--- src/sv/sflg_pkg.sv ---
`timescale 1ns / 1ps
// Shared types, constants and LFO table functions for the stereo flanger.
// No dependencies; sflg_mul, stereo_flanger and the testbench import this package.
package sflg_pkg;

  // Defaults for the top level parameters
  localparam int FRAMES_DEF       = 1024;
  localparam int SAMPLE_BITS_DEF  = 16;
  localparam int SINE_ENTRIES_DEF = 256;

  // Register and field widths
  localparam int CFG_W     = 16;
  localparam int CFG_IDX_W = 3;
  localparam int DELAY_W   = 10;
  localparam int STEP_W    = 16;
  localparam int GAIN_W    = 15;
  localparam int PHASE_W   = 16;
  localparam int LFO_W     = 16;

  // Second operand width of the shared multiplier
  localparam int MB_W = 17;

  // Register indexes of the configuration port
  localparam logic [CFG_IDX_W-1:0] CFG_MIN_DELAY = 3'd0;
  localparam logic [CFG_IDX_W-1:0] CFG_MAX_DELAY = 3'd1;
  localparam logic [CFG_IDX_W-1:0] CFG_LFO_STEP  = 3'd2;
  localparam logic [CFG_IDX_W-1:0] CFG_WET_GAIN  = 3'd3;
  localparam logic [CFG_IDX_W-1:0] CFG_DRY_GAIN  = 3'd4;

  // Unity gain in Q1.14
  localparam logic [GAIN_W-1:0] GAIN_ONE = 15'd16384;

  // Mix coefficients in Q16: one third and one tenth
  localparam logic signed [MB_W-1:0] THIRD_Q16 = 17'sd21845;
  localparam logic signed [MB_W-1:0] TENTH_Q16 = 17'sd6554;

  // Sequencer states
  typedef enum logic [3:0] {
    S_CLEAR,
    S_IDLE,
    S_INDEX,
    S_SWING,
    S_DELAY,
    S_ADDR,
    S_READ,
    S_M1,
    S_M2,
    S_M3,
    S_M4,
    S_M5,
    S_M6,
    S_DONE
  } state_t;

  // Operand pairs of the shared multiplier
  typedef enum logic [2:0] {
    MUL_PHASE,
    MUL_SWING,
    MUL_XSUM,
    MUL_FB,
    MUL_DRY,
    MUL_WET
  } mul_op_t;

  // sin(pi/2 * t), t and result in Q15, clamped to 1.0
  function automatic longint unsigned sine_q15(longint unsigned t);
    longint unsigned t2;
    longint unsigned inner;
    longint unsigned outer;
    longint unsigned s;
    t2    = (t * t) >> 15;
    inner = 64'd21167 - ((t2 * 64'd2611) >> 15);
    outer = 64'd51472 - ((t2 * inner) >> 15);
    s     = (t * outer) >> 15;
    return (s > 64'd32768) ? 64'd32768 : s;
  endfunction

  // Raised sine 0.5*(1+sin) in Q15 at a 16-bit phase p
  function automatic logic [LFO_W-1:0] lfo_entry(longint unsigned p);
    longint unsigned quad;
    longint unsigned r;
    longint unsigned t;
    longint unsigned s;
    longint unsigned h;
    quad = (p >> 14) & 64'd3;
    r    = (p & 64'h3FFF) * 64'd2;
    t    = quad[0] ? (64'd32768 - r) : r;
    s    = sine_q15(t);
    h    = (quad < 64'd2) ? ((64'd32768 + s) >> 1) : ((64'd32768 - s) >> 1);
    return h[LFO_W-1:0];
  endfunction

endpackage

--- src/sv/sflg_mul.sv ---
`timescale 1ns / 1ps
// Shared signed multiplier with operand selection and a registered product.
// Depends on sflg_pkg.
module sflg_mul import sflg_pkg::*; #(
  parameter int SAMPLE_BITS  = SAMPLE_BITS_DEF,
  parameter int SINE_ENTRIES = SINE_ENTRIES_DEF,
  localparam int MA_W        = SAMPLE_BITS + 18,
  localparam int PW          = MA_W + MB_W
) (
  input  logic                          clk,
  input  mul_op_t                       op,
  input  logic [PHASE_W-1:0]            phase,
  input  logic [DELAY_W-1:0]            swing,
  input  logic [LFO_W-1:0]              h,
  input  logic signed [SAMPLE_BITS:0]   xsum,
  input  logic signed [SAMPLE_BITS-1:0] x,
  input  logic signed [SAMPLE_BITS-1:0] yd,
  input  logic signed [MA_W-1:0]        ws,
  input  logic [GAIN_W-1:0]             wet,
  input  logic [GAIN_W-1:0]             dry,
  output logic signed [PW-1:0]          prod
);

  logic signed [MA_W-1:0] a;
  logic signed [MB_W-1:0] b;

  // Pick the operand pair
  always_comb begin
    unique case (op)
      MUL_PHASE: begin
        a = MA_W'(phase);
        b = MB_W'(SINE_ENTRIES);
      end
      MUL_SWING: begin
        a = MA_W'(swing);
        b = MB_W'(h);
      end
      MUL_XSUM: begin
        a = MA_W'(xsum);
        b = THIRD_Q16;
      end
      MUL_FB: begin
        a = MA_W'(yd);
        b = TENTH_Q16;
      end
      MUL_DRY: begin
        a = MA_W'(x);
        b = MB_W'(dry);
      end
      MUL_WET: begin
        a = ws;
        b = MB_W'(wet);
      end
      default: begin
        a = '0;
        b = '0;
      end
    endcase
  end

  // Register the product
  always_ff @(posedge clk) begin
    prod <= a * b;
  end

endmodule

--- config.mk ---
export PLATFORM = sky130hd
export DESIGN_NAME = sflg_mul
export DESIGN_NICKNAME = d
export VERILOG_FILES = /design/src/sv/sflg_pkg.sv /design/src/sv/sflg_mul.sv
export SDC_FILE = /design/constraint.sdc
export NUM_CORES = 1
export LEC_CHECK = 0
export BUFFER_PORTS_ARGS = -buffer_cell sky130_fd_sc_hd__buf_2
export CORE_MARGIN = 5
export CORE_UTILIZATION = 36
export CTS_BUF_LIST = sky130_fd_sc_hd__clkbuf_2
export DETAILED_ROUTE_END_ITERATION = 16
export HOLD_SLACK_MARGIN = 0.08
export RECOVER_POWER = 25
export SLEW_MARGIN = 20
export SYNTH_ARGS = -nofsm -noshare
export SYNTH_HDL_FRONTEND = slang
export SYNTH_SLANG_ARGS = --single-unit
--- constraint.sdc ---
create_clock -name clk -period 10.7 [get_ports clk]
set_input_delay 0.535 -clock clk [delete_from_list [all_inputs] [get_ports clk]]
set_output_delay 0.535 -clock clk [all_outputs]
set_load 0.005 [all_outputs]
==> out/summary.txt, run 1 <==
WL per Instance: 19.3 um
Final setup violation count: 0
Min Hold Slack: 0.533 ns
CTS hold repair buffers: 0
ys async rst share: 0%
most frequent cells in the layout: inv_1, fa_1, nand2_1, buf_2, nor2_1
HP Class: input port to register
height of the die: 251 um
layout net count: 3377
Peak VDD IR: 0.201 mV
crit path capture type: register
area grow syn2layout: 9.63%
WS Path Type: input port to register
# IOs: 210
vias in the first global route: 18500
GP Congestion: 0.957
outcome: complete, no violations
share of layout cells above drive strength 1: 10.7%
1st-pass router iterations: 5
post-synth top area share: 49.3%
Setup WS post-layout: 2.06 ns
placed cell count: 3338
H-tree depth: 2
biggest regs: prod (51)
Hold Startpoint: h[2]
Final ANT Viol Nets: 0
# port buffers: 209
max FFs per register: 51
Setup TNS Final: 0 ns
biggest area consumer among synthesized cells: fa_1
worst endpoint data arrival time: 9.30 ns
pre-CTS WS: 1.30 ns
crit-path max cell delay: 0.78 ns
fmax: 0.116 GHz
final period utilization: 80.8%
Clock Sinks: 51
worst-path maximum fanout: 27
Lkg Pwr: 0.0118 uW
YS warnings: 0
setup bufs post-CTS: 0
CP startpoint kind: input port
critical path's most frequent cell: fa_1
CP required: 11.36 ns
via count: 16700
# DRC: 0
Initial DRC Count: 975
Finished Layout Cells: 3348
post-layout min period: 8.64 ns
Max-Cap Viols: 0
Slew Limit Fails: 0
synthesized area per cell: 8.65 um^2
via-per-instance ratio: 4.99
Worst-Margin Slew: 1.14 ns
Core Area: 57700 um^2
GRT Total Usage: 21.0%
hold path depth: 6
CTS root buf: clkbuf_2
Power Dens Cells: 234 nW/um^2
final hold violation count: 0
GRT overflow: 0
die area: 63200 um^2
clk slew on worst S/H paths: 0.38 ns
pin count of the biggest net entering global routing: 51
ys flop type: dfxtp_1
Initial Util: 36.4%
largest register by flop count: prod
first-pass GRT wire length: 105000 um
CP max stage cell: nor2b_1
Die W: 251 um
post-synthesis cell type count: 64
unrepaired setup endpoints after global routing: no
initial antenna violation count: 2
Max-slew headroom: 23.7%
Syn Inst Count: 2428
Rows: 88
CTS tree: built
CTS resizes: 0
number of enable flip-flop cells after synthesis: 0
Hold EP: prod[2]$_DFF_P_
flops & latches, synth: 51
sequential share of the synthesized area: 4.86%
Post-Route WL: 64500 um
mapped cell area: 21000 um^2
number of buffers created by CTS: 5
HPWL Detailed: 54800 um
ranking of synthesized cells by area: fa_1, inv_1, ha_1
maximum clock path buffer count: 2
commonest non-fill, non-tap cell in the layout: inv_1
kinds of logic (layout without fill, tap and decap cells):
group                      after synthesis  in the layout  share of synthesized area (%)
buffers and inverters                  722            852                           12.9
and+or+nand+nor                        683            683                           13.8
adders and majority gates              638            638                           56.5
AOI/OAI and AO/OA                      246            246                           7.91
DFF                                     51             51                           4.86
xor gates and xnor gates                47             47                           1.96
muxes                                   39             39                           2.02
other                                    2             27                         0.0358
layout make-up:
| class | instances | area [um^2] |
|---|---|---|
| Inverter | 607 | 2280 |
| Sequential cell | 51 | 1020 |
| Clock buffer | 5 | 25.0 |
| Timing Repair Buffer | 237 | 1230 |
| Tap cell | 765 | 957 |
| Antenna cell | 2 | 5.00 |
| Fill cell | 5878 | 34700 |
| Clock inverter | 3 | 15.0 |
| Multi-Input combinational cell | 1678 | 17500 |
stage by stage:
stage          total power (uW)  util, %  area [um^2]
6_report                   5390     39.9        23000
2_1_floorplan              3970        -        21100
3_3_place_gp               5300     39.8        23000
5_1_grt                    6130     39.9        23000
3_5_place_dp               5330     39.8        23000
4_1_cts                    5510     39.9        23000
cell usage after synthesis, types with 13 or more instances:
cell,instances
inv_1,607
fa_1,517
nand2_1,376
nor2_1,169
ha_1,121
clkbuf_1,104
a21oi_1,75
dfxtp_1,51
nor2b_1,42
a21o_1,37
o21ai_0,34
xnor2_1,30
and2_1,26
mux2i_1,21
nand3_1,21
mux2_2,17
xor2_1,17
a22oi_1,16
nor3_1,13
worst max-delay path: cells and delay by family:
family          cells  cell delay (ns)
compound gates      6             1.84
simple gates        6             2.30
fa+ha+maj           7             3.30
buf+inv             6             1.26
routing by layer:
metal	GRT usage [%]	vias up	wire length (um)	part of all wire, %
li1	-	7451	-	-
met1	27.1	8514	25500	39
met2	36.7	628	32300	50
met3	3.38	122	4750	7.4
met4	6.19	0	2040	3.2
met5	0	-	0	0
how the worst max path moves through the flow:
stage,slack [ns],to,from
after floorplan,2.93,prod[49]$_DFF_P_,op[0]
after global placement,1.29,prod[44]$_DFF_P_,op[2]
after detailed placement,1.30,prod[34]$_DFF_P_,op[2]
after CTS,2.11,prod[44]$_DFF_P_,op[2]
after global routing,1.61,prod[44]$_DFF_P_,op[2]
final,2.06,prod[34]$_DFF_P_,op[2]
power breakdown:
part / switching [uW] / internal (uW) / total (uW)
Sequential: 25.0 / 344 / 369
Clock: 93.3 / 14.3 / 108
Combinational: 2940 / 1980 / 4920
Total: 3060 / 2330 / 5390
No activity file was read; power rests on OpenSTA's default activity.
==> inputs of run 2 (changes only) <==
==> constraint.sdc (replaced) <==
create_clock -name clk -period 8.6 [get_ports clk]
set_input_delay 0.43 -clock clk [delete_from_list [all_inputs] [get_ports clk]]
set_output_delay 0.43 -clock clk [all_outputs]
set_load 0.005 [all_outputs]
==> run 2 against run 1 <==
Net effect: combinational power up 29%; cell count up 2.1%; count of clock-buffer cells in the layout up 1; global-route usage up 0.40 points; worst setup slack worse by 1.3 ns; critical endpoint is now prod[49]$_DFF_P_; largest cell class unchanged.
==> out/summary.txt, run 2 (synthesis results as in run 1) <==
most frequent cells in the layout: inv_1, fa_1, nand2_1, buf_2, nor2_1
Initial Util: 36.4%
largest register by flop count: prod
Max-Cap Viols: 0
# fillers: 5827
setup bufs post-CTS: 0
first-pass GRT wire length: 106000 um
number of buffers created by CTS: 5
Worst-Margin Slew: 0.926 ns
Post-Route WL: 65900 um
outcome: complete, no violations
Setup WS post-layout: 0.798 ns
Final ANT Viol Nets: 0
crit path from: op[0]
Final setup violation count: 0
Lkg Pwr: 0.0121 uW
CTS root buf: clkbuf_2
pre-CTS WS: 0.159 ns
maximum clock path buffer count: 2
Max-slew headroom: 38.2%
initial antenna violation count: 1
Hold Startpoint: yd[1]
final period utilization: 90.7%
hold path depth: 5
via count: 17000
GP Congestion: 0.953
Slew Limit Fails: 0
HPWL Detailed: 57600 um
height of the die: 251 um
GRT overflow: 0
1st-pass router iterations: 5
area grow syn2layout: 12.2%
pin count of the biggest net entering global routing: 37
GRT Total Usage: 21.4%
max FFs per register: 51
dpl cell area: 23500 um^2
# DRC: 0
critical path's most frequent cell: fa_1
WL per Instance: 19.3 um
Initial DRC Count: 1051
Die W: 251 um
HP Class: input port to register
layout net count: 3448
Final Total Pwr: 6920 uW
Clock Sinks: 51
Hold EP: prod[1]$_DFF_P_
clk slew on worst S/H paths: 0.30 ns
crit path capture type: register
Peak VDD IR: 0.365 mV
sequential cell area: 1020 um^2
CTS resizes: 0
unrepaired setup endpoints after global routing: no
CP startpoint kind: input port
die area: 63200 um^2
crit-path max cell delay: 0.58 ns
post-layout min period: 7.80 ns
worst-path maximum fanout: 21
placed cell count: 3409
final hold violation count: 0
# IOs: 210
H-tree depth: 2
Rows: 88
vias in the first global route: 18900
# port buffers: 209
area of the multi-input gates: 17400 um^2
CP max stage cell: o21ai_0
Power Dens Cells: 294 nW/um^2
Core Area: 57700 um^2
WS Path Type: input port to register
Setup TNS Final: 0 ns
CTS hold repair buffers: 0
biggest regs: prod (51)
fin area: 23500 um^2
CTS tree: built
CP required: 9.22 ns
worst endpoint data arrival time: 8.42 ns
Finished Layout Cells: 3418
via-per-instance ratio: 4.97
commonest non-fill, non-tap cell in the layout: inv_1
fmax: 0.128 GHz
share of layout cells above drive strength 1: 13.0%
-- run 2: cell count changes in the layout (fill, tap and decap cells not counted), moves of 2 or more --
cell     change
buf_12       +5
nor2_2       +2
o22ai_2      +3
nor2_4       -2
buf_4       +66
o22ai_4      -4
-- run 2: area by class of cell --
type / instances / share of cell area [%]
antenna: 1 / 0.0106
clock buffer: 6 / 0.128
clock inverter: 2 / 0.0531
inverter: 607 / 9.68
multi-input combinational: 1678 / 74.0
sequential: 51 / 4.34
tap: 765 / 4.06
timing repair buffer: 308 / 7.77
-- run 2: report_power, final --
group | internal, uW | total, uW | leakage, uW | switching [uW]
Combinational | 2590 | 6330 | 0.0117 | 3750
Clock | 20.8 | 124 | 0.0000306 | 103
Sequential | 428 | 460 | 0.000430 | 32.0
-- run 2: metrics by stage --
| stage | utilization, % | hold slack (ns) |
|---|---|---|
| after detailed placement | 40.8 | 0.807 |
| final | 40.8 | 0.397 |
| after CTS | 40.8 | 0.306 |
| after floorplan | - | 0.714 |
| after global routing | 40.8 | 0.379 |
| after global placement | 40.8 | 0.815 |
-- run 2: worst max-delay path by stage --
stage                            end  slack, ns  depth (start not counted)
global placement    prod[41]$_DFF_P_       0.22                         27
global route        prod[49]$_DFF_P_       0.51                         27
finish              prod[49]$_DFF_P_       0.80                         27
detailed placement  prod[49]$_DFF_P_       0.16                         27
floorplan           prod[49]$_DFF_P_       0.94                         26
CTS                 prod[49]$_DFF_P_       0.92                         27
-- run 2: metal layers --
metal / track usage, % / vias up / part of all wire, %
met5: 0 / - / 0
met4: 6.85 / 0 / 3.3
met3: 3.15 / 101 / 6.6
met2: 37.4 / 594 / 50
met1: 27.5 / 8714 / 40
li1: - / 7590 / -
-- run 2: worst max-delay path: cells and delay by family --
family	cells	cell delay (ns)
AND/OR/NAND/NOR	4	1.04
AO/OA/AOI/OAI	8	2.18
adder cells (fa/ha/maj)	7	3.38
buffers and inverters	7	1.18
XOR/XNOR	1	0.18
